$ cat src/sv/rc5x_pkg.sv
package rc5x_pkg;

    // field widths
    localparam int SYS_W  = 5;
    localparam int CMD_W  = 7;
    localparam int DATA_W = 6;

    // frame register holds the extended frame, the standard one is left aligned
    localparam int FRAME_W = 22;
    localparam int POS_W   = $clog2(FRAME_W);

    // position of the first bit sent
    localparam logic [POS_W-1:0] STD_TOP = POS_W'(13);
    localparam logic [POS_W-1:0] EXT_TOP = POS_W'(21);

    // extended frame: bit positions that are held low as the pause
    localparam logic [POS_W-1:0] PAUSE_HI = POS_W'(13);
    localparam logic [POS_W-1:0] PAUSE_LO = POS_W'(12);

    // stream word widths
    localparam int S_TDATA_W = 24;
    localparam int M_TDATA_W = 8;

    // one half-bit slot
    typedef struct packed {
        logic level;
        logic last;
    } slot_t;

endpackage

$ cat src/sv/rc5x_serializer.sv
module rc5x_serializer
    import rc5x_pkg::*;
(
    input  logic              aclk,
    input  logic              aresetn,
    input  logic              load,
    input  logic              extended,
    input  logic [SYS_W-1:0]  system_addr,
    input  logic [CMD_W-1:0]  command_code,
    input  logic [DATA_W-1:0] data_ext,
    input  logic              slot_take,
    output logic              busy,
    output logic              slot_valid,
    output slot_t             slot
);

    logic               busy_reg, busy_next;
    logic               phase_reg, phase_next;
    logic               ext_reg, ext_next;
    logic [POS_W-1:0]   pos_reg, pos_next;
    logic [FRAME_W-1:0] frame_reg, frame_next;
    logic               cur_bit;
    logic               in_pause;

    assign cur_bit  = frame_reg[FRAME_W-1];
    assign in_pause = ext_reg && (pos_reg == PAUSE_HI || pos_reg == PAUSE_LO);

    // one is sent low then high
    assign slot.level = in_pause ? 1'b0 : (phase_reg ? cur_bit : ~cur_bit);
    assign slot.last  = (pos_reg == '0) && phase_reg;
    assign slot_valid = busy_reg;
    assign busy       = busy_reg;

    always_comb begin
        busy_next  = busy_reg;
        phase_next = phase_reg;
        ext_next   = ext_reg;
        pos_next   = pos_reg;
        frame_next = frame_reg;
        if (load) begin
            busy_next  = 1'b1;
            phase_next = 1'b0;
            ext_next   = extended;
            if (extended) begin
                pos_next   = EXT_TOP;
                frame_next = {1'b1, ~command_code[CMD_W-1], 1'b0, system_addr, 2'b00,
                              command_code[CMD_W-2:0], data_ext};
            end else begin
                pos_next   = STD_TOP;
                frame_next = {1'b1, ~command_code[CMD_W-1], 1'b0, system_addr,
                              command_code[CMD_W-2:0], 8'b0};
            end
        end else if (busy_reg && slot_take) begin
            phase_next = ~phase_reg;
            if (phase_reg) begin
                // second half done, move to the next bit
                frame_next = {frame_reg[FRAME_W-2:0], 1'b0};
                pos_next   = pos_reg - POS_W'(1);
                if (pos_reg == '0) begin
                    busy_next = 1'b0;
                end
            end
        end
    end

    always_ff @(posedge aclk) begin
        if (!aresetn) begin
            busy_reg <= 1'b0;
        end else begin
            busy_reg <= busy_next;
        end
        phase_reg <= phase_next;
        ext_reg   <= ext_next;
        pos_reg   <= pos_next;
        frame_reg <= frame_next;
    end

endmodule

$ cat src/sv/rc5_rc5x_frame_encoder.sv
// rc5 / rc5x infrared frame encoder. each accepted input word is one remote
// command; the block sends the frame as manchester half-bit slot levels, one
// output word per slot, with tlast on the final slot. a one bit goes out low
// then high, a zero bit high then low. standard frames (tuser low) give 28
// slots: start, inverted command bit 6, toggle (always 0), system[4:0],
// command[5:0]. extended frames (tuser high) give 44 slots: the same head,
// four low pause slots, then command[5:0] and data[5:0]. a frame register is
// shifted one bit per two slots, so the encoder emits one slot per cycle
// unless the output side stalls it. the next command is accepted as soon as
// the final slot has moved into the output register, while that slot still
// waits to be taken. no slot timing, carrier or pin handling is done here.
module rc5_rc5x_frame_encoder
    import rc5x_pkg::*;
(
    input  logic                 aclk,
    input  logic                 aresetn,
    // command input
    input  logic                 s_tvalid,
    output logic                 s_tready,
    input  logic [S_TDATA_W-1:0] s_tdata,   // system_addr[4:0], command_code[11:5],
                                            // data_ext[17:12], zeros above
    input  logic                 s_tuser,   // extended
    // slot output
    output logic                 m_tvalid,
    input  logic                 m_tready,
    output logic [M_TDATA_W-1:0] m_tdata,   // line_level[0], zeros above
    output logic                 m_tlast    // last_slot
);

    logic  load;
    logic  busy;
    logic  slot_valid;
    logic  slot_take;
    slot_t slot;

    // output register
    logic m_valid_reg, m_valid_next;
    logic level_reg, level_next;
    logic last_reg, last_next;

    // a new command loads only when the serializer is done
    assign s_tready = !busy;
    assign load     = s_tvalid && s_tready;

    // a slot moves into the output register when it is empty or being drained
    assign slot_take = slot_valid && (!m_valid_reg || m_tready);

    rc5x_serializer u_ser (
        .aclk         (aclk),
        .aresetn      (aresetn),
        .load         (load),
        .extended     (s_tuser),
        .system_addr  (s_tdata[SYS_W-1:0]),
        .command_code (s_tdata[SYS_W+CMD_W-1:SYS_W]),
        .data_ext     (s_tdata[SYS_W+CMD_W+DATA_W-1:SYS_W+CMD_W]),
        .slot_take    (slot_take),
        .busy         (busy),
        .slot_valid   (slot_valid),
        .slot         (slot)
    );

    always_comb begin
        m_valid_next = m_valid_reg;
        level_next   = level_reg;
        last_next    = last_reg;
        if (slot_take) begin
            m_valid_next = 1'b1;
            level_next   = slot.level;
            last_next    = slot.last;
        end else if (m_tready) begin
            m_valid_next = 1'b0;
        end
    end

    always_ff @(posedge aclk) begin
        if (!aresetn) begin
            m_valid_reg <= 1'b0;
        end else begin
            m_valid_reg <= m_valid_next;
        end
        level_reg <= level_next;
        last_reg  <= last_next;
    end

    assign m_tvalid = m_valid_reg;
    assign m_tdata  = {{(M_TDATA_W-1){1'b0}}, level_reg};
    assign m_tlast  = last_reg;

endmodule
$ cat config.mk
export PLATFORM = sky130hd
export DESIGN_NAME = rc5_rc5x_frame_encoder
export DESIGN_NICKNAME = d
export VERILOG_FILES = /design/src/sv/rc5x_pkg.sv /design/src/sv/rc5x_serializer.sv /design/src/sv/rc5_rc5x_frame_encoder.sv
export SDC_FILE = /design/constraint.sdc
export NUM_CORES = 1
export LEC_CHECK = 0
export BUFFER_PORTS_ARGS = -buffer_cell sky130_fd_sc_hd__buf_2
export CORE_UTILIZATION = 35
export CTS_CLUSTER_DIAMETER = 60
export DETAILED_ROUTE_END_ITERATION = 10
export GPL_ROUTABILITY_DRIVEN = 0
export GPL_TIMING_DRIVEN = 0
export SLEW_MARGIN = 20
export SYNTH_ARGS = -nofsm -noshare
export SYNTH_HDL_FRONTEND = slang
export SYNTH_HIERARCHICAL = 1
export SYNTH_SLANG_ARGS = --single-unit
export TNS_END_PERCENT = 5
$ cat constraint.sdc
create_clock -name aclk -period 3.9 [get_ports aclk]
set_clock_uncertainty 0.15 [all_clocks]
set_input_delay 0.585 -clock aclk [delete_from_list [all_inputs] [get_ports aclk]]
set_output_delay 0.585 -clock aclk [all_outputs]
set_load 0.01 [all_outputs]
==> results of run 1 <==
through the flow:
step                hold WS (ns)  power (W)  setup slack, ns  util [%]  instance area (um2)
floorplan                  0.329   0.000520             1.64         -                 1560
global placement           0.346   0.000550             1.12      42.6                 1750
detailed placement         0.350   0.000555             1.06      42.6                 1750
CTS                        0.356   0.000797             1.34      44.6                 1840
global route               0.358   0.000828             1.61      44.7                 1840
finish                     0.357   0.000784             1.74      44.7                 1840
metal layers:
layer  up-vias  global-route usage (%)  wire (um)
met2        24                    20.5       1300
li1        472                       -          -
met5         -                       0          0
met3         4                    5.00        114
met1       447                    16.5       1200
met4         0                    7.03         40
critical path: cells and delay by family:
family | cells | cell delay, ns
buffers and inverters | 3 | 0.47
AND/OR/NAND/NOR | 2 | 0.84
area by class of cell:
cell class                 count  area (um2)  share of cell area [%]
clock inverter                 3        12.5                   0.681
inverter                       4        15.0                   0.817
multi-input combinational     69         478                    26.0
sequential                    33         961                    52.3
clock buffer                   5        68.8                    3.74
buffer                        14         110                    5.99
tap                           50        62.6                    3.40
timing repair buffer          26         130                    7.08
cells by family after synthesis:
| group | Yosys count | synth area share [%] |
|---|---|---|
| flops | 33 | 62.4 |
| simple gates | 27 | 9.84 |
| compound gates | 19 | 8.62 |
| buf+inv | 18 | 8.13 |
| mux | 9 | 6.26 |
| xor+xnor | 5 | 2.85 |
| fa+ha+maj | 2 | 1.63 |
| other cells | 1 | 0.244 |
where the power goes:
part	internal, W	switching, W	total (W)	leakage (nW)
Sequential	0.000427	0.0000134	0.000440	0.313
Clock	0.000120	0.000118	0.000238	0.0430
Combinational	0.0000528	0.0000528	0.000106	0.405
Total	0.000600	0.000184	0.000784	0.761
synth_stat cells (all sizes together):
library cell,n
nand3,1
nor2b,4
o21ai,2
nor3,1
a21oi,6
and2,1
dfxtp,3
edfxtp,30
nor3b,1
ha,2
and3b,1
buf,14
xnor2,3
mux2,5
nor2,10
conb,1
and3,1
nand2,5
or2,1
a22o,9
a31oi,1
mux2i,4
o21a,1
inv,4
xor2,2
nand4b,1
worst max-delay path by stage:
stage / endpoint / slack (ns) / start
final: u_ser/pos_reg[0] / 1.74 / s_tvalid
after global routing: u_ser/frame_reg[9] / 1.61 / u_ser/busy
after CTS: u_ser/frame_reg[16] / 1.34 / s_tvalid
after detailed placement: u_ser/frame_reg[3] / 1.06 / s_tvalid
after global placement: u_ser/frame_reg[4] / 1.12 / s_tvalid
after floorplan: u_ser/frame_reg[0] / 1.64 / s_tvalid
==> metrics.log, run 1 <==
[metrics] post-synth cell types: 30
[metrics] Critical Path Start Type: primary input
[metrics] Largest register FFs: 22
[metrics] pin count of the biggest net entering global routing: 28
[metrics] standard-cell row count: 23
[metrics] leakage power: 0.761 nW
[metrics] R2R Setup Slk: approximately 1.8 ns
[metrics] top cell type by total area after synthesis: sky130_fd_sc_hd__edfxtp_1
[metrics] critical path cell sequence: buf_2 -> nor2b_1 -> inv_2 -> buf_2 -> nand2_2
[metrics] vias in the first global route: about 940
[metrics] Syn-to-layout area delta: 19.4%
[metrics] vias per cell: 4.64
[metrics] Max Transition Viols Final: 0
[metrics] total negative slack for setup checks: 0 ns
[metrics] Worst IR Drop VDD: 0.218 mV
[metrics] mapped cell area: approximately 1500 um2
[metrics] overall overflow remaining after global route: 0
[metrics] final hold violation count: 0
[metrics] TritonCTS clock tree: yes
[metrics] power per cell area: around 430 nW/um2
[metrics] type of destination of the critical path: register
[metrics] DIE WIDTH: slightly below 70 um
[metrics] Period Utilization, post-route: ~55%
[metrics] post_cts resized: 0
[metrics] Placed Instances: about 200
[metrics] Ant. Diodes: 0
[metrics] largest incremental delay on the critical path: 0.49 ns
[metrics] Die Span Y: 68.3 um
[metrics] clock tree root buffer cell: sky130_fd_sc_hd__clkbuf_8
[metrics] DR WL/cell: approximately 13 um
[metrics] commonest non-fill, non-tap cells in the layout: sky130_fd_sc_hd__edfxtp_1, sky130_fd_sc_hd__buf_2, sky130_fd_sc_hd__buf_4
[metrics] wire length after detailed routing: ~2700 um
[metrics] Post-CTS Hold Fix Bufs: 0
[metrics] total I/O pin count: 40
[metrics] leading cell type in the layout, fill and taps excluded: sky130_fd_sc_hd__edfxtp_1
[metrics] Top cell by count, worst path: sky130_fd_sc_hd__buf_2
[metrics] unrepaired setup endpoints after global routing: false
[metrics] post-synth top area share: 58.5%
[metrics] Starting Density: between 30% and 40%
[metrics] standard cell with the maximum stage delay on the critical path: sky130_fd_sc_hd__nand2_2
[metrics] worst reg-to-reg path cell count: 4
[metrics] share of final-layout standard cells stronger than drive strength 1: between 30% and 40%
[metrics] IO Port Bufs: 26
[metrics] latest clock arrival within the worst-skew pair: ~0.28 ns
[metrics] min-delay src: u_ser/frame_reg[20]
[metrics] Clock H-tree levels: 2
[metrics] Area contributors post-synth: sky130_fd_sc_hd__edfxtp_1, sky130_fd_sc_hd__buf_4, sky130_fd_sc_hd__a22o_1
[metrics] endpoint of the most critical register-to-register path: u_ser/pos_reg[0]
[metrics] worst hold path type: reg2reg
[metrics] Data arrival, critical path: about 1.9 ns
[metrics] DIE AREA: 4670 um2
[metrics] hold path endpoint: u_ser/frame_reg[21]
[metrics] router iterations before antenna repair: 4
[metrics] highest clock frequency the design can meet: 464 MHz
[metrics] remaining max-slew budget at the tightest pin: roughly 57%
[metrics] # clock sinks: 33
[metrics] CP Data Required Time: ~3.7 ns
[metrics] DRC violations left: 0
[metrics] Post-Synthesis Cells: 114
[metrics] non-filler instance count after layout: 204
[metrics] slew at the pin closest to its max-slew limit: between 0.6 and 0.7 ns
[metrics] highest net fanout along the worst path: 27
[metrics] post-CTS setup buffer count: 0
[metrics] post-synthesis area per instance: around 13 um2
[metrics] status: finished clean
[metrics] origin of the critical flop-to-flop path: u_ser/busy
[metrics] placeable core region: 4120 um2
[metrics] YS warnings: 6
[metrics] startpoint-to-endpoint class of the critical path: in2reg
[metrics] net count of the finished layout: about 180
[metrics] number of synthesized register bits: 33
[metrics] maximum buffer depth of the clock tree: 2
[metrics] Hold Path Cell Cnt: 1
[metrics] number of antenna violations at the first check in global routing: 0
[metrics] number of DRC violations after detailed-routing iteration 0: 33
[metrics] number of nets still failing antenna checks after routing: 0
[metrics] detailed placer's ending HPWL: about 1800 um
[metrics] setup violators final: 0
[metrics] global-route total usage across every layer: a little over an eighth
[metrics] vias post-DR: about 950
[metrics] fill cell count: 400
[metrics] clock transition at the register clock pins on the worst setup and hold paths after CTS: 0.06 ns
[metrics] portion of the post-synthesis area used by sequential elements: between 60 and 70%
[metrics] max-cap violation count: 0
[metrics] wire length of the first global-routing pass: between 4000 and 5000 um
[metrics] CTS Buf Count: 5
[metrics] final critical path time including I/O delays and setup: between 2 and 2.5 ns
(Power assumes the default switching activity.)
==> run 2, diff against run 1 <==
==> constraint.sdc (replaced) <==
create_clock -name aclk -period 2.2 [get_ports aclk]
set_clock_uncertainty 0.15 [all_clocks]
set_input_delay 0.33 -clock aclk [delete_from_list [all_inputs] [get_ports aclk]]
set_output_delay 0.33 -clock aclk [all_outputs]
set_load 0.01 [all_outputs]
==> run 2 against run 1 <==
Sequential power is 77% higher; combinational power grew 78%; die area is the same; power rose by 77%; final cell count unchanged; largest power group unchanged; register-to-register slack worse by 1.5 ns; highest routed layer unchanged; clock-buffer cell count unchanged.
==> metrics.log, run 2 (same netlist as run 1, synthesis figures left out) <==
[metrics] status: finished clean
[metrics] Syn-to-layout area delta: 19.8%
[metrics] type of destination of the critical path: register
[metrics] Largest register FFs: 22 (unchanged)
[metrics] placeable core region: 4120 um2 (unchanged)
[metrics] most utilized layer in the global route result: met2
[metrics] Ant. Diodes: 0 (unchanged)
[metrics] startpoint-to-endpoint class of the critical path: reg2reg
[metrics] pin count of the biggest net entering global routing: 28 (unchanged)
[metrics] standard cell with the maximum stage delay on the critical path: sky130_fd_sc_hd__dfxtp_1
[metrics] Clock H-tree levels: 2 (unchanged)
[metrics] # clock sinks: 33 (unchanged)
[metrics] IO Port Bufs: 26 (unchanged)
[metrics] clock tree root buffer cell: sky130_fd_sc_hd__clkbuf_8
[metrics] highest clock frequency the design can meet: approximately 520 MHz
[metrics] vias post-DR: 946 (-0.11%)
[metrics] clock transition at the register clock pins on the worst setup and hold paths after CTS: 0.07 ns (about the same)
[metrics] DIE AREA: 4670 um2 (unchanged)
[metrics] overall overflow remaining after global route: 0 (unchanged)
[metrics] number of DRC violations after detailed-routing iteration 0: 42 (+27%)
[metrics] highest net fanout along the worst path: 27 (unchanged)
[metrics] wire length after detailed routing: 2680 um (+1.1%)
[metrics] leakage power: 0.762 nW (+0.13%)
[metrics] number of nets still failing antenna checks after routing: 0 (unchanged)
[metrics] total I/O pin count: 40 (unchanged)
[metrics] DIE WIDTH: 68.3 um (unchanged)
[metrics] largest incremental delay on the critical path: 0.35 ns (-0.14 ns)
[metrics] met1 Resource Use GR: 16.5% (unchanged)
[metrics] routing usage on met3: 5.00% (unchanged)
[metrics] Die Span Y: 68.3 um (unchanged)
[metrics] detailed placer's ending HPWL: 1840 um (unchanged)
[metrics] maximum buffer depth of the clock tree: 2 (unchanged)
[metrics] kind of cell adding the most delay to the critical path: simple AND/OR/NAND/NOR gates
[metrics] worst hold path type: in2reg
[metrics] standard-cell row count: 23 (unchanged)
[metrics] DRC violations left: 0 (unchanged)
[metrics] TritonCTS clock tree: yes
[metrics] vias in the first global route: 938 (unchanged)
[metrics] share of final-layout standard cells stronger than drive strength 1: 37.7% (unchanged)
[metrics] CP Data Required Time: 1.99 ns (-1.68 ns)
[metrics] Starting Density: 37.4% (unchanged)
[metrics] post-detailed-placement cell area: 1750 um2 (unchanged)
[metrics] setup violators final: 0 (unchanged)
[metrics] Worst IR Drop VDD: 0.387 mV (+77%)
[metrics] met2 GRT Util: 20.5% (unchanged)
[metrics] Placed Instances: 196 (unchanged)
[metrics] Post-CTS Hold Fix Bufs: 0 (unchanged)
[metrics] total buffers and inverters traversed by the critical path: 2 (-1)
[metrics] Critical Path Start Type: register
[metrics] Finished Cell Area: 1840 um2 (+0.27%)
[metrics] global-route total usage across every layer: 13.5% (unchanged)
[metrics] max-cap violation count: 0 (unchanged)
[metrics] Max Transition Viols Final: 0 (unchanged)
[metrics] DR WL/cell: 13.1 um (+1.1%)
[metrics] net count of the finished layout: 184 (unchanged)
[metrics] router iterations before antenna repair: 3 (-1)
[metrics] number of antenna violations at the first check in global routing: 0 (unchanged)
[metrics] CTS Buf Count: 5 (unchanged)
[metrics] vias per cell: 4.64 (-0.11%)
[metrics] critical path cell sequence: nor2b_1 -> inv_2 -> buf_2 -> nand2_4
[metrics] non-filler instance count after layout: 204 (unchanged)
[metrics] Data arrival, critical path: 1.72 ns (-0.20 ns)
[metrics] leading cell type in the layout, fill and taps excluded: sky130_fd_sc_hd__edfxtp_1
[metrics] latest clock arrival within the worst-skew pair: 0.28 ns (about the same)
[metrics] wire length of the first global-routing pass: 4390 um (unchanged)
[metrics] unrepaired setup endpoints after global routing: false
[metrics] final critical path time including I/O delays and setup: approximately 1.9 ns
[metrics] power per cell area: 754 nW/um2 (+77%)
[metrics] final hold violation count: 0 (unchanged)
[metrics] Period Utilization, post-route: between 80 and 90%
[metrics] commonest non-fill, non-tap cells in the layout: sky130_fd_sc_hd__edfxtp_1, sky130_fd_sc_hd__buf_2, sky130_fd_sc_hd__buf_4
-- run 2: final cells by class --
class | instances | area [um2]
Multi-Input combinational cell | 69 | 483
Buffer | 14 | 110
Fill cell | 399 | 2270
Sequential cell | 33 | 961
Inverter | 4 | 15.0
Timing Repair Buffer | 26 | 130
Clock inverter | 3 | 12.5
Clock buffer | 5 | 68.8
Tap cell | 50 | 62.6
-- run 2: per-layer routing --
layer	wire, um	vias to the layer above
li1	-	471
met1	1220	447
met2	1300	24
met3	114	4
met4	40	0
met5	0	-
-- run 2: repair_timing --
action,4_1_cts,5_1_grt
setup buffers,0,0
resized for setup,1,1
hold endpoints to repair,0,0
endpoints found under the setup margin,27,27
-- run 2: final timing paths --
path                            start             endpoint  slack (ns)  cells past startpoint
setup / recovery           u_ser/busy     u_ser/pos_reg[0]        0.27                      4
hold / removal                s_tuser        u_ser/ext_reg        0.11                      1
setup reg to reg           u_ser/busy     u_ser/pos_reg[0]        0.27                      4
hold reg to reg   u_ser/frame_reg[20]  u_ser/frame_reg[21]        0.36                      1
-- run 2: stage by stage --
step / power [W] / setup TNS, ns / util (%) / hold slack [ns] / worst slack, ns
final: 0.00139 / 0 / 44.8 / 0.110 / 0.269
after detailed placement: 0.000984 / -10.50 / 42.6 / 0.350 / -0.389
after floorplan: 0.000923 / 0 / - / 0.279 / 0.192
after global placement: 0.000974 / -8.65 / 42.6 / 0.346 / -0.321
after global routing: 0.00147 / 0 / 44.8 / 0.103 / 0.136
after CTS: 0.00141 / 0 / 44.7 / 0.101 / 0.0248
-- run 2: worst register-to-register path: stages (launching register included) --
cell                      delay, ns
sky130_fd_sc_hd__dfxtp_1       0.35
sky130_fd_sc_hd__nor2b_1       0.35
sky130_fd_sc_hd__inv_2         0.17
sky130_fd_sc_hd__buf_2         0.24
sky130_fd_sc_hd__nand2_4       0.31
-- run 2: where the power goes --
group | leakage (nW) | switching (W) | internal, W | total (W)
registers | 0.313 | 0.0000238 | 0.000756 | 0.000780
logic | 0.406 | 0.0000948 | 0.0000940 | 0.000189
clock network | 0.0430 | 0.000209 | 0.000212 | 0.000421
total | 0.762 | 0.000327 | 0.00106 | 0.00139
